**src/design/bounded_linked_deque_core_macros.svh**
```systemverilog
// Assertion macros shared by the deque RTL.
// Depends on the including module having signals named clock and reset.
`ifndef BOUNDED_LINKED_DEQUE_CORE_MACROS_SVH
`define BOUNDED_LINKED_DEQUE_CORE_MACROS_SVH

// Checks that an expression holds at every clock edge outside reset.
`define BLD_ASSERT_ALWAYS(label, expr, msg) \
   label: assert property (@(posedge clock) disable iff (reset) (expr)) else $error(msg);

// Checks that a consequent holds whenever an antecedent holds.
`define BLD_ASSERT_IMPLY(label, ante, cons, msg) \
   label: assert property (@(posedge clock) disable iff (reset) (ante) |-> (cons)) \
      else $error(msg);

`endif

```
**src/design/bld_pkg.sv**
```systemverilog
// Package for the bounded linked deque: sizes, operation and status codes, command type.
// Used by every module of the block; depends on nothing.
package bld_pkg;

   localparam int DEPTH = 64;
   localparam int IDX_W = $clog2(DEPTH);
   localparam int PTR_W = IDX_W + 1;
   localparam int KIND_W = 3;
   localparam int VALUE_W = 16;
   localparam int TOTAL_W = 7;
   localparam int STATUS_W = 2;
   localparam int QUEUE_AW = 1;
   localparam int QUEUE_DEPTH = 2 ** QUEUE_AW;

   typedef logic [IDX_W-1:0] idx_type;
   typedef logic [PTR_W-1:0] ptr_type;

   localparam ptr_type NULL_SLOT = PTR_W'(DEPTH);

   typedef enum logic [KIND_W-1:0] {
      OP_ADD_FRONT    = 3'd0,
      OP_ADD_BACK     = 3'd1,
      OP_REMOVE_VALUE = 3'd2,
      OP_REMOVE_FRONT = 3'd3,
      OP_REMOVE_BACK  = 3'd4,
      OP_CONTAINS     = 3'd5,
      OP_COUNT        = 3'd6
   } op_type;

   typedef enum logic [STATUS_W-1:0] {
      STATUS_DONE  = 2'd0,
      STATUS_EMPTY = 2'd1,
      STATUS_FULL  = 2'd2
   } status_type;

   typedef enum logic [2:0] {
      ST_IDLE,
      ST_ALLOC,
      ST_LINK,
      ST_NEIGH,
      ST_WALK,
      ST_UNLINK,
      ST_RESULT
   } state_type;

   typedef struct packed {
      op_type                     op;
      logic signed [VALUE_W-1:0]  value;
   } cmd_type;

endpackage

```
**src/design/bld_front.sv**
```systemverilog
// Front stage of the deque: accepts items and classifies their kind into an operation.
// Depends on bld_pkg.
module bld_front (
   input  logic                        clock,
   input  logic                        reset,
   input  logic                        req_tvalid,
   output logic                        req_tready,
   input  logic [bld_pkg::VALUE_W-1:0] req_tdata,  // value
   input  logic [bld_pkg::KIND_W-1:0]  req_tuser,  // kind
   output logic                        cmd_valid,
   input  logic                        cmd_ready,
   output bld_pkg::cmd_type            cmd
);

   logic             valid_ff, valid_in;
   bld_pkg::cmd_type cmd_ff, cmd_in;
   bld_pkg::op_type  op_dec;

   always_comb begin
      case (req_tuser)
         bld_pkg::OP_ADD_FRONT:    op_dec = bld_pkg::OP_ADD_FRONT;
         bld_pkg::OP_ADD_BACK:     op_dec = bld_pkg::OP_ADD_BACK;
         bld_pkg::OP_REMOVE_VALUE: op_dec = bld_pkg::OP_REMOVE_VALUE;
         bld_pkg::OP_REMOVE_FRONT: op_dec = bld_pkg::OP_REMOVE_FRONT;
         bld_pkg::OP_REMOVE_BACK:  op_dec = bld_pkg::OP_REMOVE_BACK;
         bld_pkg::OP_CONTAINS:     op_dec = bld_pkg::OP_CONTAINS;
         default:                  op_dec = bld_pkg::OP_COUNT;
      endcase
   end

   assign req_tready = !valid_ff || cmd_ready;

   always_comb begin
      cmd_in = cmd_ff;
      valid_in = valid_ff && !cmd_ready;
      if (req_tvalid && req_tready) begin
         cmd_in.op = op_dec;
         cmd_in.value = req_tdata;
         valid_in = 1'b1;
      end
   end

   always_ff @(posedge clock) begin
      if (reset) begin
         valid_ff <= 1'b0;
      end else begin
         valid_ff <= valid_in;
      end
      cmd_ff <= cmd_in;
   end

   assign cmd_valid = valid_ff;
   assign cmd = cmd_ff;

endmodule

```
**src/design/bld_queue.sv**
```systemverilog
// Short command queue between the front stage and the list engine.
// Depends on bld_pkg.
module bld_queue (
   input  logic             clock,
   input  logic             reset,
   input  logic             in_valid,
   output logic             in_ready,
   input  bld_pkg::cmd_type in_cmd,
   output logic             out_valid,
   input  logic             out_ready,
   output bld_pkg::cmd_type out_cmd
);

   bld_pkg::cmd_type                 mem_ff [bld_pkg::QUEUE_DEPTH];
   logic [bld_pkg::QUEUE_AW-1:0]     wr_ff, wr_in, rd_ff, rd_in;
   logic [bld_pkg::QUEUE_AW:0]       cnt_ff, cnt_in;
   logic                             push, pop;

   assign in_ready = cnt_ff != (bld_pkg::QUEUE_AW+1)'(bld_pkg::QUEUE_DEPTH);
   assign out_valid = cnt_ff != '0;
   assign push = in_valid && in_ready;
   assign pop = out_valid && out_ready;
   assign out_cmd = mem_ff[rd_ff];

   always_comb begin
      wr_in = push ? wr_ff + 1'b1 : wr_ff;
      rd_in = pop ? rd_ff + 1'b1 : rd_ff;
      cnt_in = cnt_ff;
      if (push && !pop) begin
         cnt_in = cnt_ff + 1'b1;
      end else if (pop && !push) begin
         cnt_in = cnt_ff - 1'b1;
      end
   end

   always_ff @(posedge clock) begin
      if (reset) begin
         wr_ff <= '0;
         rd_ff <= '0;
         cnt_ff <= '0;
      end else begin
         wr_ff <= wr_in;
         rd_ff <= rd_in;
         cnt_ff <= cnt_in;
      end
      if (push) begin
         mem_ff[wr_ff] <= in_cmd;
      end
   end

endmodule

```
**src/design/bld_back.sv**
```systemverilog
// List engine of the deque: slot memories, free-slot stack, list walk and result register.
// Depends on bld_pkg and bounded_linked_deque_core_macros.svh.
`include "bounded_linked_deque_core_macros.svh"

module bld_back (
   input  logic                         clock,
   input  logic                         reset,
   input  logic                         cmd_valid,
   output logic                         cmd_ready,
   input  bld_pkg::cmd_type             cmd,
   output logic                         rsp_tvalid,
   input  logic                         rsp_tready,
   output logic [23:0]                  rsp_tdata,  // removed_value, found, entry_total
   output logic [bld_pkg::STATUS_W-1:0] rsp_tuser   // status
);

   logic signed [bld_pkg::VALUE_W-1:0] value_mem [bld_pkg::DEPTH];
   bld_pkg::ptr_type                   next_mem  [bld_pkg::DEPTH];
   bld_pkg::ptr_type                   prev_mem  [bld_pkg::DEPTH];
   bld_pkg::idx_type                   free_mem  [bld_pkg::DEPTH];

   bld_pkg::state_type state_ff, state_in;
   bld_pkg::op_type    op_ff, op_in;
   logic signed [bld_pkg::VALUE_W-1:0] value_ff, value_in;
   bld_pkg::idx_type   slot_ff, slot_in;
   bld_pkg::ptr_type   nb_ff, nb_in;
   bld_pkg::ptr_type   first_ff, first_in, last_ff, last_in;
   bld_pkg::ptr_type   count_ff, count_in, free_cnt_ff, free_cnt_in, fresh_ff, fresh_in;
   logic               found_ff, found_in;
   bld_pkg::status_type status_ff, status_in;
   logic signed [bld_pkg::VALUE_W-1:0] removed_ff, removed_in;

   bld_pkg::idx_type   rd_addr;
   logic signed [bld_pkg::VALUE_W-1:0] value_rd_ff;
   bld_pkg::ptr_type   next_rd_ff, prev_rd_ff;
   bld_pkg::idx_type   free_rd_ff;

   logic               value_we, next_we, prev_we, free_we;
   bld_pkg::idx_type   next_wa, prev_wa;
   bld_pkg::ptr_type   next_wd, prev_wd;

   logic               rsp_valid_ff, rsp_valid_in, rsp_load;
   logic [23:0]        rsp_data_ff;
   bld_pkg::status_type rsp_status_ff;

   always_comb begin
      state_in = state_ff;
      op_in = op_ff;
      value_in = value_ff;
      slot_in = slot_ff;
      nb_in = nb_ff;
      first_in = first_ff;
      last_in = last_ff;
      count_in = count_ff;
      free_cnt_in = free_cnt_ff;
      fresh_in = fresh_ff;
      found_in = found_ff;
      status_in = status_ff;
      removed_in = removed_ff;
      rd_addr = slot_ff;
      cmd_ready = 1'b0;
      value_we = 1'b0;
      next_we = 1'b0;
      prev_we = 1'b0;
      free_we = 1'b0;
      next_wa = slot_ff;
      prev_wa = slot_ff;
      next_wd = bld_pkg::NULL_SLOT;
      prev_wd = bld_pkg::NULL_SLOT;
      rsp_load = 1'b0;
      case (state_ff)
         bld_pkg::ST_IDLE: begin
            if (cmd_valid) begin
               cmd_ready = 1'b1;
               op_in = cmd.op;
               value_in = cmd.value;
               found_in = 1'b0;
               status_in = bld_pkg::STATUS_DONE;
               removed_in = '0;
               case (cmd.op)
                  bld_pkg::OP_ADD_FRONT, bld_pkg::OP_ADD_BACK: begin
                     if (count_ff == bld_pkg::NULL_SLOT) begin
                        status_in = bld_pkg::STATUS_FULL;
                        state_in = bld_pkg::ST_RESULT;
                     end else begin
                        state_in = bld_pkg::ST_ALLOC;
                     end
                  end
                  bld_pkg::OP_REMOVE_FRONT: begin
                     if (first_ff >= bld_pkg::NULL_SLOT) begin
                        status_in = bld_pkg::STATUS_EMPTY;
                        state_in = bld_pkg::ST_RESULT;
                     end else begin
                        rd_addr = first_ff[bld_pkg::IDX_W-1:0];
                        slot_in = first_ff[bld_pkg::IDX_W-1:0];
                        state_in = bld_pkg::ST_UNLINK;
                     end
                  end
                  bld_pkg::OP_REMOVE_BACK: begin
                     if (last_ff >= bld_pkg::NULL_SLOT) begin
                        status_in = bld_pkg::STATUS_EMPTY;
                        state_in = bld_pkg::ST_RESULT;
                     end else begin
                        rd_addr = last_ff[bld_pkg::IDX_W-1:0];
                        slot_in = last_ff[bld_pkg::IDX_W-1:0];
                        state_in = bld_pkg::ST_UNLINK;
                     end
                  end
                  bld_pkg::OP_REMOVE_VALUE, bld_pkg::OP_CONTAINS: begin
                     if (first_ff >= bld_pkg::NULL_SLOT) begin
                        status_in = (cmd.op == bld_pkg::OP_REMOVE_VALUE) ?
                                    bld_pkg::STATUS_EMPTY : bld_pkg::STATUS_DONE;
                        state_in = bld_pkg::ST_RESULT;
                     end else begin
                        rd_addr = first_ff[bld_pkg::IDX_W-1:0];
                        slot_in = first_ff[bld_pkg::IDX_W-1:0];
                        state_in = bld_pkg::ST_WALK;
                     end
                  end
                  default: begin
                     state_in = bld_pkg::ST_RESULT;
                  end
               endcase
            end
         end
         bld_pkg::ST_ALLOC: begin
            if (free_cnt_ff != '0) begin
               slot_in = free_rd_ff;
               free_cnt_in = free_cnt_ff - 1'b1;
            end else begin
               slot_in = fresh_ff[bld_pkg::IDX_W-1:0];
               fresh_in = fresh_ff + 1'b1;
            end
            state_in = bld_pkg::ST_LINK;
         end
         bld_pkg::ST_LINK: begin
            value_we = 1'b1;
            next_we = 1'b1;
            prev_we = 1'b1;
            count_in = count_ff + 1'b1;
            state_in = bld_pkg::ST_NEIGH;
            if (op_ff == bld_pkg::OP_ADD_FRONT) begin
               next_wd = first_ff;
               nb_in = first_ff;
               first_in = {1'b0, slot_ff};
               if (first_ff >= bld_pkg::NULL_SLOT) begin
                  last_in = {1'b0, slot_ff};
                  state_in = bld_pkg::ST_RESULT;
               end
            end else begin
               prev_wd = last_ff;
               nb_in = last_ff;
               last_in = {1'b0, slot_ff};
               if (last_ff >= bld_pkg::NULL_SLOT) begin
                  first_in = {1'b0, slot_ff};
                  state_in = bld_pkg::ST_RESULT;
               end
            end
         end
         bld_pkg::ST_NEIGH: begin
            if (op_ff == bld_pkg::OP_ADD_FRONT) begin
               prev_we = 1'b1;
               prev_wa = nb_ff[bld_pkg::IDX_W-1:0];
               prev_wd = {1'b0, slot_ff};
            end else begin
               next_we = 1'b1;
               next_wa = nb_ff[bld_pkg::IDX_W-1:0];
               next_wd = {1'b0, slot_ff};
            end
            state_in = bld_pkg::ST_RESULT;
         end
         bld_pkg::ST_WALK: begin
            if (value_rd_ff == value_ff) begin
               found_in = 1'b1;
               state_in = (op_ff == bld_pkg::OP_CONTAINS) ?
                          bld_pkg::ST_RESULT : bld_pkg::ST_UNLINK;
            end else if (next_rd_ff >= bld_pkg::NULL_SLOT) begin
               status_in = (op_ff == bld_pkg::OP_REMOVE_VALUE) ?
                           bld_pkg::STATUS_EMPTY : bld_pkg::STATUS_DONE;
               state_in = bld_pkg::ST_RESULT;
            end else begin
               rd_addr = next_rd_ff[bld_pkg::IDX_W-1:0];
               slot_in = next_rd_ff[bld_pkg::IDX_W-1:0];
            end
         end
         bld_pkg::ST_UNLINK: begin
            if (prev_rd_ff < bld_pkg::NULL_SLOT) begin
               next_we = 1'b1;
               next_wa = prev_rd_ff[bld_pkg::IDX_W-1:0];
               next_wd = next_rd_ff;
            end else begin
               first_in = next_rd_ff;
            end
            if (next_rd_ff < bld_pkg::NULL_SLOT) begin
               prev_we = 1'b1;
               prev_wa = next_rd_ff[bld_pkg::IDX_W-1:0];
               prev_wd = prev_rd_ff;
            end else begin
               last_in = prev_rd_ff;
            end
            free_we = 1'b1;
            free_cnt_in = free_cnt_ff + 1'b1;
            count_in = count_ff - 1'b1;
            if (op_ff != bld_pkg::OP_REMOVE_VALUE) begin
               removed_in = value_rd_ff;
            end
            state_in = bld_pkg::ST_RESULT;
         end
         bld_pkg::ST_RESULT: begin
            if (!rsp_valid_ff || rsp_tready) begin
               rsp_load = 1'b1;
               state_in = bld_pkg::ST_IDLE;
            end
         end
         default: begin
            state_in = bld_pkg::ST_IDLE;
         end
      endcase
      rsp_valid_in = rsp_load || (rsp_valid_ff && !rsp_tready);
   end

   always_ff @(posedge clock) begin
      if (reset) begin
         state_ff <= bld_pkg::ST_IDLE;
         first_ff <= bld_pkg::NULL_SLOT;
         last_ff <= bld_pkg::NULL_SLOT;
         count_ff <= '0;
         free_cnt_ff <= '0;
         fresh_ff <= '0;
         rsp_valid_ff <= 1'b0;
      end else begin
         state_ff <= state_in;
         first_ff <= first_in;
         last_ff <= last_in;
         count_ff <= count_in;
         free_cnt_ff <= free_cnt_in;
         fresh_ff <= fresh_in;
         rsp_valid_ff <= rsp_valid_in;
      end
      op_ff <= op_in;
      value_ff <= value_in;
      slot_ff <= slot_in;
      nb_ff <= nb_in;
      found_ff <= found_in;
      status_ff <= status_in;
      removed_ff <= removed_in;
      if (rsp_load) begin
         rsp_data_ff <= {bld_pkg::TOTAL_W'(count_ff), found_ff, removed_ff};
         rsp_status_ff <= status_ff;
      end
   end

   always_ff @(posedge clock) begin
      if (value_we) begin
         value_mem[slot_ff] <= value_ff;
      end
      if (next_we) begin
         next_mem[next_wa] <= next_wd;
      end
      if (prev_we) begin
         prev_mem[prev_wa] <= prev_wd;
      end
      if (free_we) begin
         free_mem[free_cnt_ff[bld_pkg::IDX_W-1:0]] <= slot_ff;
      end
      value_rd_ff <= value_mem[rd_addr];
      next_rd_ff <= next_mem[rd_addr];
      prev_rd_ff <= prev_mem[rd_addr];
      free_rd_ff <= free_mem[bld_pkg::IDX_W'(free_cnt_ff - 1'b1)];
   end

   assign rsp_tvalid = rsp_valid_ff;
   assign rsp_tdata = rsp_data_ff;
   assign rsp_tuser = rsp_status_ff;

   `BLD_ASSERT_ALWAYS(a_count_bound, count_ff <= bld_pkg::NULL_SLOT, "entry count above depth")
   `BLD_ASSERT_IMPLY(a_slot_balance, state_ff == bld_pkg::ST_IDLE, count_ff == fresh_ff - free_cnt_ff, "slot accounting lost a slot")
   `BLD_ASSERT_IMPLY(a_empty_links, state_ff == bld_pkg::ST_IDLE, (first_ff >= bld_pkg::NULL_SLOT) == (count_ff == '0) && (last_ff >= bld_pkg::NULL_SLOT) == (count_ff == '0), "list ends disagree with count")

endmodule

```
**src/design/bounded_linked_deque_core.sv**
```systemverilog
// Top level of the bounded linked deque: front stage, command queue and list engine.
// Depends on bld_pkg, bld_front, bld_queue and bld_back.
//
// A bounded doubly linked list of up to 64 signed 16-bit values; each item is one
// operation and gives exactly one result item. In the list engine an add steps through
// ALLOC, LINK and NEIGH (NEIGH skipped on an empty list), remove front or back through
// UNLINK, and the count query goes straight to RESULT. Remove value and contains walk
// the list one linked slot per cycle through the slot memories' single read port, and
// remove value then unlinks the match; a miss walks every entry. The front register,
// the queue and the result register lie between request and result, and a result
// that waits stalls the engine. The front stage and a two-item queue keep accepting
// items while the engine is busy, as long as they have room.
module bounded_linked_deque_core (
   input  logic                         clock,
   input  logic                         reset,
   input  logic                         req_tvalid,
   output logic                         req_tready,
   input  logic [bld_pkg::VALUE_W-1:0]  req_tdata,  // value
   input  logic [bld_pkg::KIND_W-1:0]   req_tuser,  // kind
   output logic                         rsp_tvalid,
   input  logic                         rsp_tready,
   output logic [23:0]                  rsp_tdata,  // removed_value, found, entry_total
   output logic [bld_pkg::STATUS_W-1:0] rsp_tuser   // status
);

   logic             front_valid, front_ready, queue_valid, queue_ready;
   bld_pkg::cmd_type front_cmd, queue_cmd;

   bld_front u_front (
      .clock      (clock),
      .reset      (reset),
      .req_tvalid (req_tvalid),
      .req_tready (req_tready),
      .req_tdata  (req_tdata),
      .req_tuser  (req_tuser),
      .cmd_valid  (front_valid),
      .cmd_ready  (front_ready),
      .cmd        (front_cmd)
   );

   bld_queue u_queue (
      .clock     (clock),
      .reset     (reset),
      .in_valid  (front_valid),
      .in_ready  (front_ready),
      .in_cmd    (front_cmd),
      .out_valid (queue_valid),
      .out_ready (queue_ready),
      .out_cmd   (queue_cmd)
   );

   bld_back u_back (
      .clock      (clock),
      .reset      (reset),
      .cmd_valid  (queue_valid),
      .cmd_ready  (queue_ready),
      .cmd        (queue_cmd),
      .rsp_tvalid (rsp_tvalid),
      .rsp_tready (rsp_tready),
      .rsp_tdata  (rsp_tdata),
      .rsp_tuser  (rsp_tuser)
   );

endmodule

```
**config.mk**
```make
export PLATFORM = sky130hd
export DESIGN_NAME = bounded_linked_deque_core
export DESIGN_NICKNAME = d
export VERILOG_FILES = /design/src/design/bld_pkg.sv /design/src/design/bld_front.sv /design/src/design/bld_queue.sv /design/src/design/bld_back.sv /design/src/design/bounded_linked_deque_core.sv
export VERILOG_INCLUDE_DIRS = /design/src /design/src/design
export SDC_FILE = /design/constraint.sdc
export NUM_CORES = 2
export LEC_CHECK = 0
export BUFFER_PORTS_ARGS = -buffer_cell sky130_fd_sc_hd__buf_2
export CORE_MARGIN = 2
export CORE_UTILIZATION = 55
export CTS_CLUSTER_DIAMETER = 200
export DETAILED_ROUTE_END_ITERATION = 10
export MAX_ROUTING_LAYER = met4
export PLACE_DENSITY = 0.73
export RECOVER_POWER = 50
export SKIP_CTS_REPAIR_TIMING = 1
export SYNTH_ARGS = -nofsm -noshare
export SYNTH_HDL_FRONTEND = slang
export SYNTH_SLANG_ARGS = --single-unit
export TNS_END_PERCENT = 20
```
**constraint.sdc**
```tcl
create_clock -name clock -period 4.8 [get_ports clock]
set_clock_uncertainty 0.05 [all_clocks]
set_input_delay 0.24 -clock clock [delete_from_list [all_inputs] [get_ports clock]]
set_output_delay 0.24 -clock clock [all_outputs]
set_load 0.005 [all_outputs]
```
==> run_results.csv <==
group,metric,value,unit
run_status,status,"complete, but fails checks",
run_status,violations,"capacitance limit, slew limit",
clocking,clock_latency,0.88,ns
finish,final_cells,7547,
placed_design,gp_congestion,0.936,
critical_path,worstPathArrival,5.35,ns
synth,synth-seq-cells,2517,
power_and_ir_drop,power,73.8,mW
placed_design,place_hpwl,138000,um
synth,synth_most_common_cell,"edfxtp_1",
power_and_ir_drop,power.density,673,nW/um^2
critical_path,path_class,"flop to flop",
clocking,clock-sinks,2517,
detailed_routing,wl_per_cell,30.6,um
critical_path,r2r-start,"u_queue.mem_ff[1][17]",
detailed_routing,routed_wl,231000,um
synth,yosysTopAreaCell,"edfxtp_1",
synth,syn_inst,4661,
detailed_routing,drt_iter0_drc,7047,
global_route,first_global_vias,49200,
critical_path,crit_start,"u_queue.mem_ff[1][17]",
finish,area_delta_synth_final,13.2,%
sta,timing.fmax,0.213,GHz
synth,async_flop_share,0,%
finish,nets,5024,
finish,final_layout_size_suffix_gt1_share,24.0,%
detailed_routing,vias,49500,
floorplanning,core_area,176000,um^2
hold_path,min_from,"req_tdata[12]",
clocking,h-tree-depth,4,
synth,synth_fp_nets,4694,
synth,synth-edff-count,2437,
floorplanning,start_util,55.2,%
critical_path,slowest_stage,"or4_1",
synth,syn_area,96900,um^2
sta,tns,0,ns
synth,ys_top_cells_by_count,"2437 x edfxtp_1, 605 x mux4_2, 380 x nor2_1",
sta,whs,0.109,ns
synth,ys_seq_area_share,77.2,%
sta,slew_violations,1299,
floorplanning,pin_count,51,
critical_path,cp-start-kind,"flop",
sta,finalWorstSetupSlack,0.104,ns
sta,slew_headroom,-135,%
floorplanning,die_h,424,um
sta,hold_violations,0,
critical_path,crit_required,5.45,ns
global_route,antenna_found_initial,6,
clocking,cts_tree,"done",
clocking,root_buffer,"clkbuf_16",
critical_path,path_buf_inv,2,
power_and_ir_drop,peakVddDrop,0.000577,V
detailed_routing,drc_errors,0,
placed_design,port_buffers,50,
floorplanning,row_count,154,
synth,synth.top_cell.area_share,75.5,%
synth,synth_cell_type_count,72,
finish,fillers,11500,
placed_design,dpl.cell_count,7064,
finish,regArea,74800,um^2
flow_run,maxCapViolCount,22,
synth,synth_ff_type,"edfxtp_1",
sta,min_period_over_period,97.8,%
clocking,clock_path_buffers,3,
critical_path,endpoint_kind,"flop",
sta,post-route-min-period,4.70,ns
critical_path,crit_fanout,35,
critical_path,cpPeakStageDelay,0.71,ns
detailed_routing,route.antenna.remaining_nets,0,
sta,setup_viol,0,
power_and_ir_drop,p_leak,33.6,nW
floorplanning,dieArea,180000,um^2
global_route,grt_pass1_wl,336000,um
clocking,clkTransAtPathRegs,0.06,ns
placed_design,pre_cts_ws,-0.107,ns
detailed_routing,viasPerCell,6.56,
global_route,grt_max_degree,104,
sta,tightest_slew,3.53,ns
synth,yosys-top-cells-area,"edfxtp_1 76%, mux4_2 14%, a22oi_1 2.0%, dfxtp_1 1.7%, nor2_1 1.5%",
clocking,cts_buffers,233,
finish,multiInputGateArea,21200,um^2
hold_path,hp-class,"primary input to flop",
critical_path,cp_top_family,"simple AND/OR/NAND/NOR gates",
synth,syn_area_per_cell,20.8,um^2
synth,yosys_warnings,0,
critical_path,path_cells,"or4bb_1, a211oi_4, nor3_2, a32o_1, a221o_4, buf_4, buf_12, mux4_2, a22oi_1, nand3_1, or4_1",
global_route,grt.overflow.total,0,
detailed_routing,drtPass1Iterations,8,
global_route,gr-usage-all-layers,26.5,%
floorplanning,die_x,424,um
## layout by cell type (no fill, tap or decap), drive strengths merged, types with 7 or more instances in the layout
| master | synthesis | layout |
|---|---|---|
| inv | 21 | 29 |
| nor2b | 10 | 10 |
| a21oi | 75 | 75 |
| nor3 | 15 | 15 |
| or4 | 30 | 30 |
| mux2 | 21 | 21 |
| nand2 | 121 | 121 |
| mux4 | 605 | 605 |
| edfxtp | 2437 | 2437 |
| a21o | 7 | 7 |
| ha | 9 | 9 |
| xnor2 | 12 | 12 |
| nor4 | 16 | 16 |
| dlygate4sd3 | 0 | 22 |
| bufinv | 0 | 32 |
| xor2 | 26 | 26 |
| o21ai | 32 | 32 |
| nand2b | 7 | 7 |
| a22oi | 260 | 260 |
| a211oi | 10 | 10 |
| and2 | 23 | 23 |
| dfxtp | 80 | 80 |
| nor2 | 380 | 381 |
| buf | 100 | 226 |
| or3 | 9 | 9 |
| diode | 0 | 9 |
| clkinv | 1 | 119 |
| mux2i | 21 | 21 |
| o22ai | 37 | 37 |
| nand3 | 56 | 56 |
| clkbuf | 155 | 380 |
## final timing paths
path         slack (ns)  depth (start not counted)                endpoint
min                0.11                          2         u_front.cmd[12]
max                0.10                         11  u_back.value_rd_ff[15]
max reg2reg        0.10                         11  u_back.value_rd_ff[15]
min reg2reg        0.37                          0     u_back.rsp_tdata[4]
## report_power, final
part | switching (mW) | leakage (nW) | internal [mW]
combinational | 15.8 | 7.54 | 11.9
clock | 8.01 | 3.86 | 10.8
sequential | 0.690 | 22.2 | 26.6
total | 24.5 | 33.6 | 49.3
## logic make-up (layout without fill, tap and decap cells)
family / Yosys count / in the layout / share of synthesized area, %
adder cells (fa/ha/maj): 10 / 10 / 0.137
flip-flops: 2517 / 2517 / 77.2
AND/OR/NAND/NOR: 696 / 697 / 3.20
XOR/XNOR: 38 / 38 / 0.343
other: 0 / 9 / 0
multiplexers: 647 / 647 / 14.5
AO/OA/AOI/OAI: 476 / 476 / 3.45
buffers and inverters: 277 / 813 / 1.17
## routing by layer
| layer | wire length (um) | up-vias | GRT usage, % |
|---|---|---|---|
| met5 | 0 | - | - |
| met4 | 8520 | 0 | 9.34 |
| met3 | 22200 | 455 | 4.57 |
| met2 | 111000 | 2963 | 40.6 |
| met1 | 88700 | 26000 | 36.6 |
| li1 | - | 20100 | - |
## state kept, by name (all words and copies together) (netlist names), 6 cells and up, named ones only
register	cells
u_back.count_ff	7
u_back.first_ff	7
u_back.free_cnt_ff	7
u_back.free_mem	384
u_back.free_rd_ff	6
u_back.fresh_ff	6
u_back.last_ff	7
u_back.nb_ff	6
u_back.next_mem	448
u_back.next_rd_ff	7
u_back.prev_mem	448
u_back.prev_rd_ff	7
u_back.removed_ff	16
u_back.rsp_tdata	24
u_back.slot_ff	6
u_back.value_ff	16
u_back.value_mem	1024
u_back.value_rd_ff	16
u_front.cmd	19
u_queue.mem_ff	38
## through the flow
step	utilization (%)	area, um^2
after floorplan	-	96900
after global routing	62.5	110000
after detailed placement	58.0	102000
after global placement	58.0	102000
final	62.5	110000
after CTS	62.5	110000
## cell type report
| type | instances | area share (%) |
|---|---|---|
| tap | 2340 | 2.67 |
| inverter | 22 | 0.0753 |
| clock inverter | 163 | 1.57 |
| timing repair buffer | 349 | 2.51 |
| clock buffer | 279 | 5.60 |
| multi-input combinational | 1868 | 19.3 |
| sequential | 2517 | 68.2 |
| antenna | 9 | 0.0205 |
(Power assumes the default switching activity.)
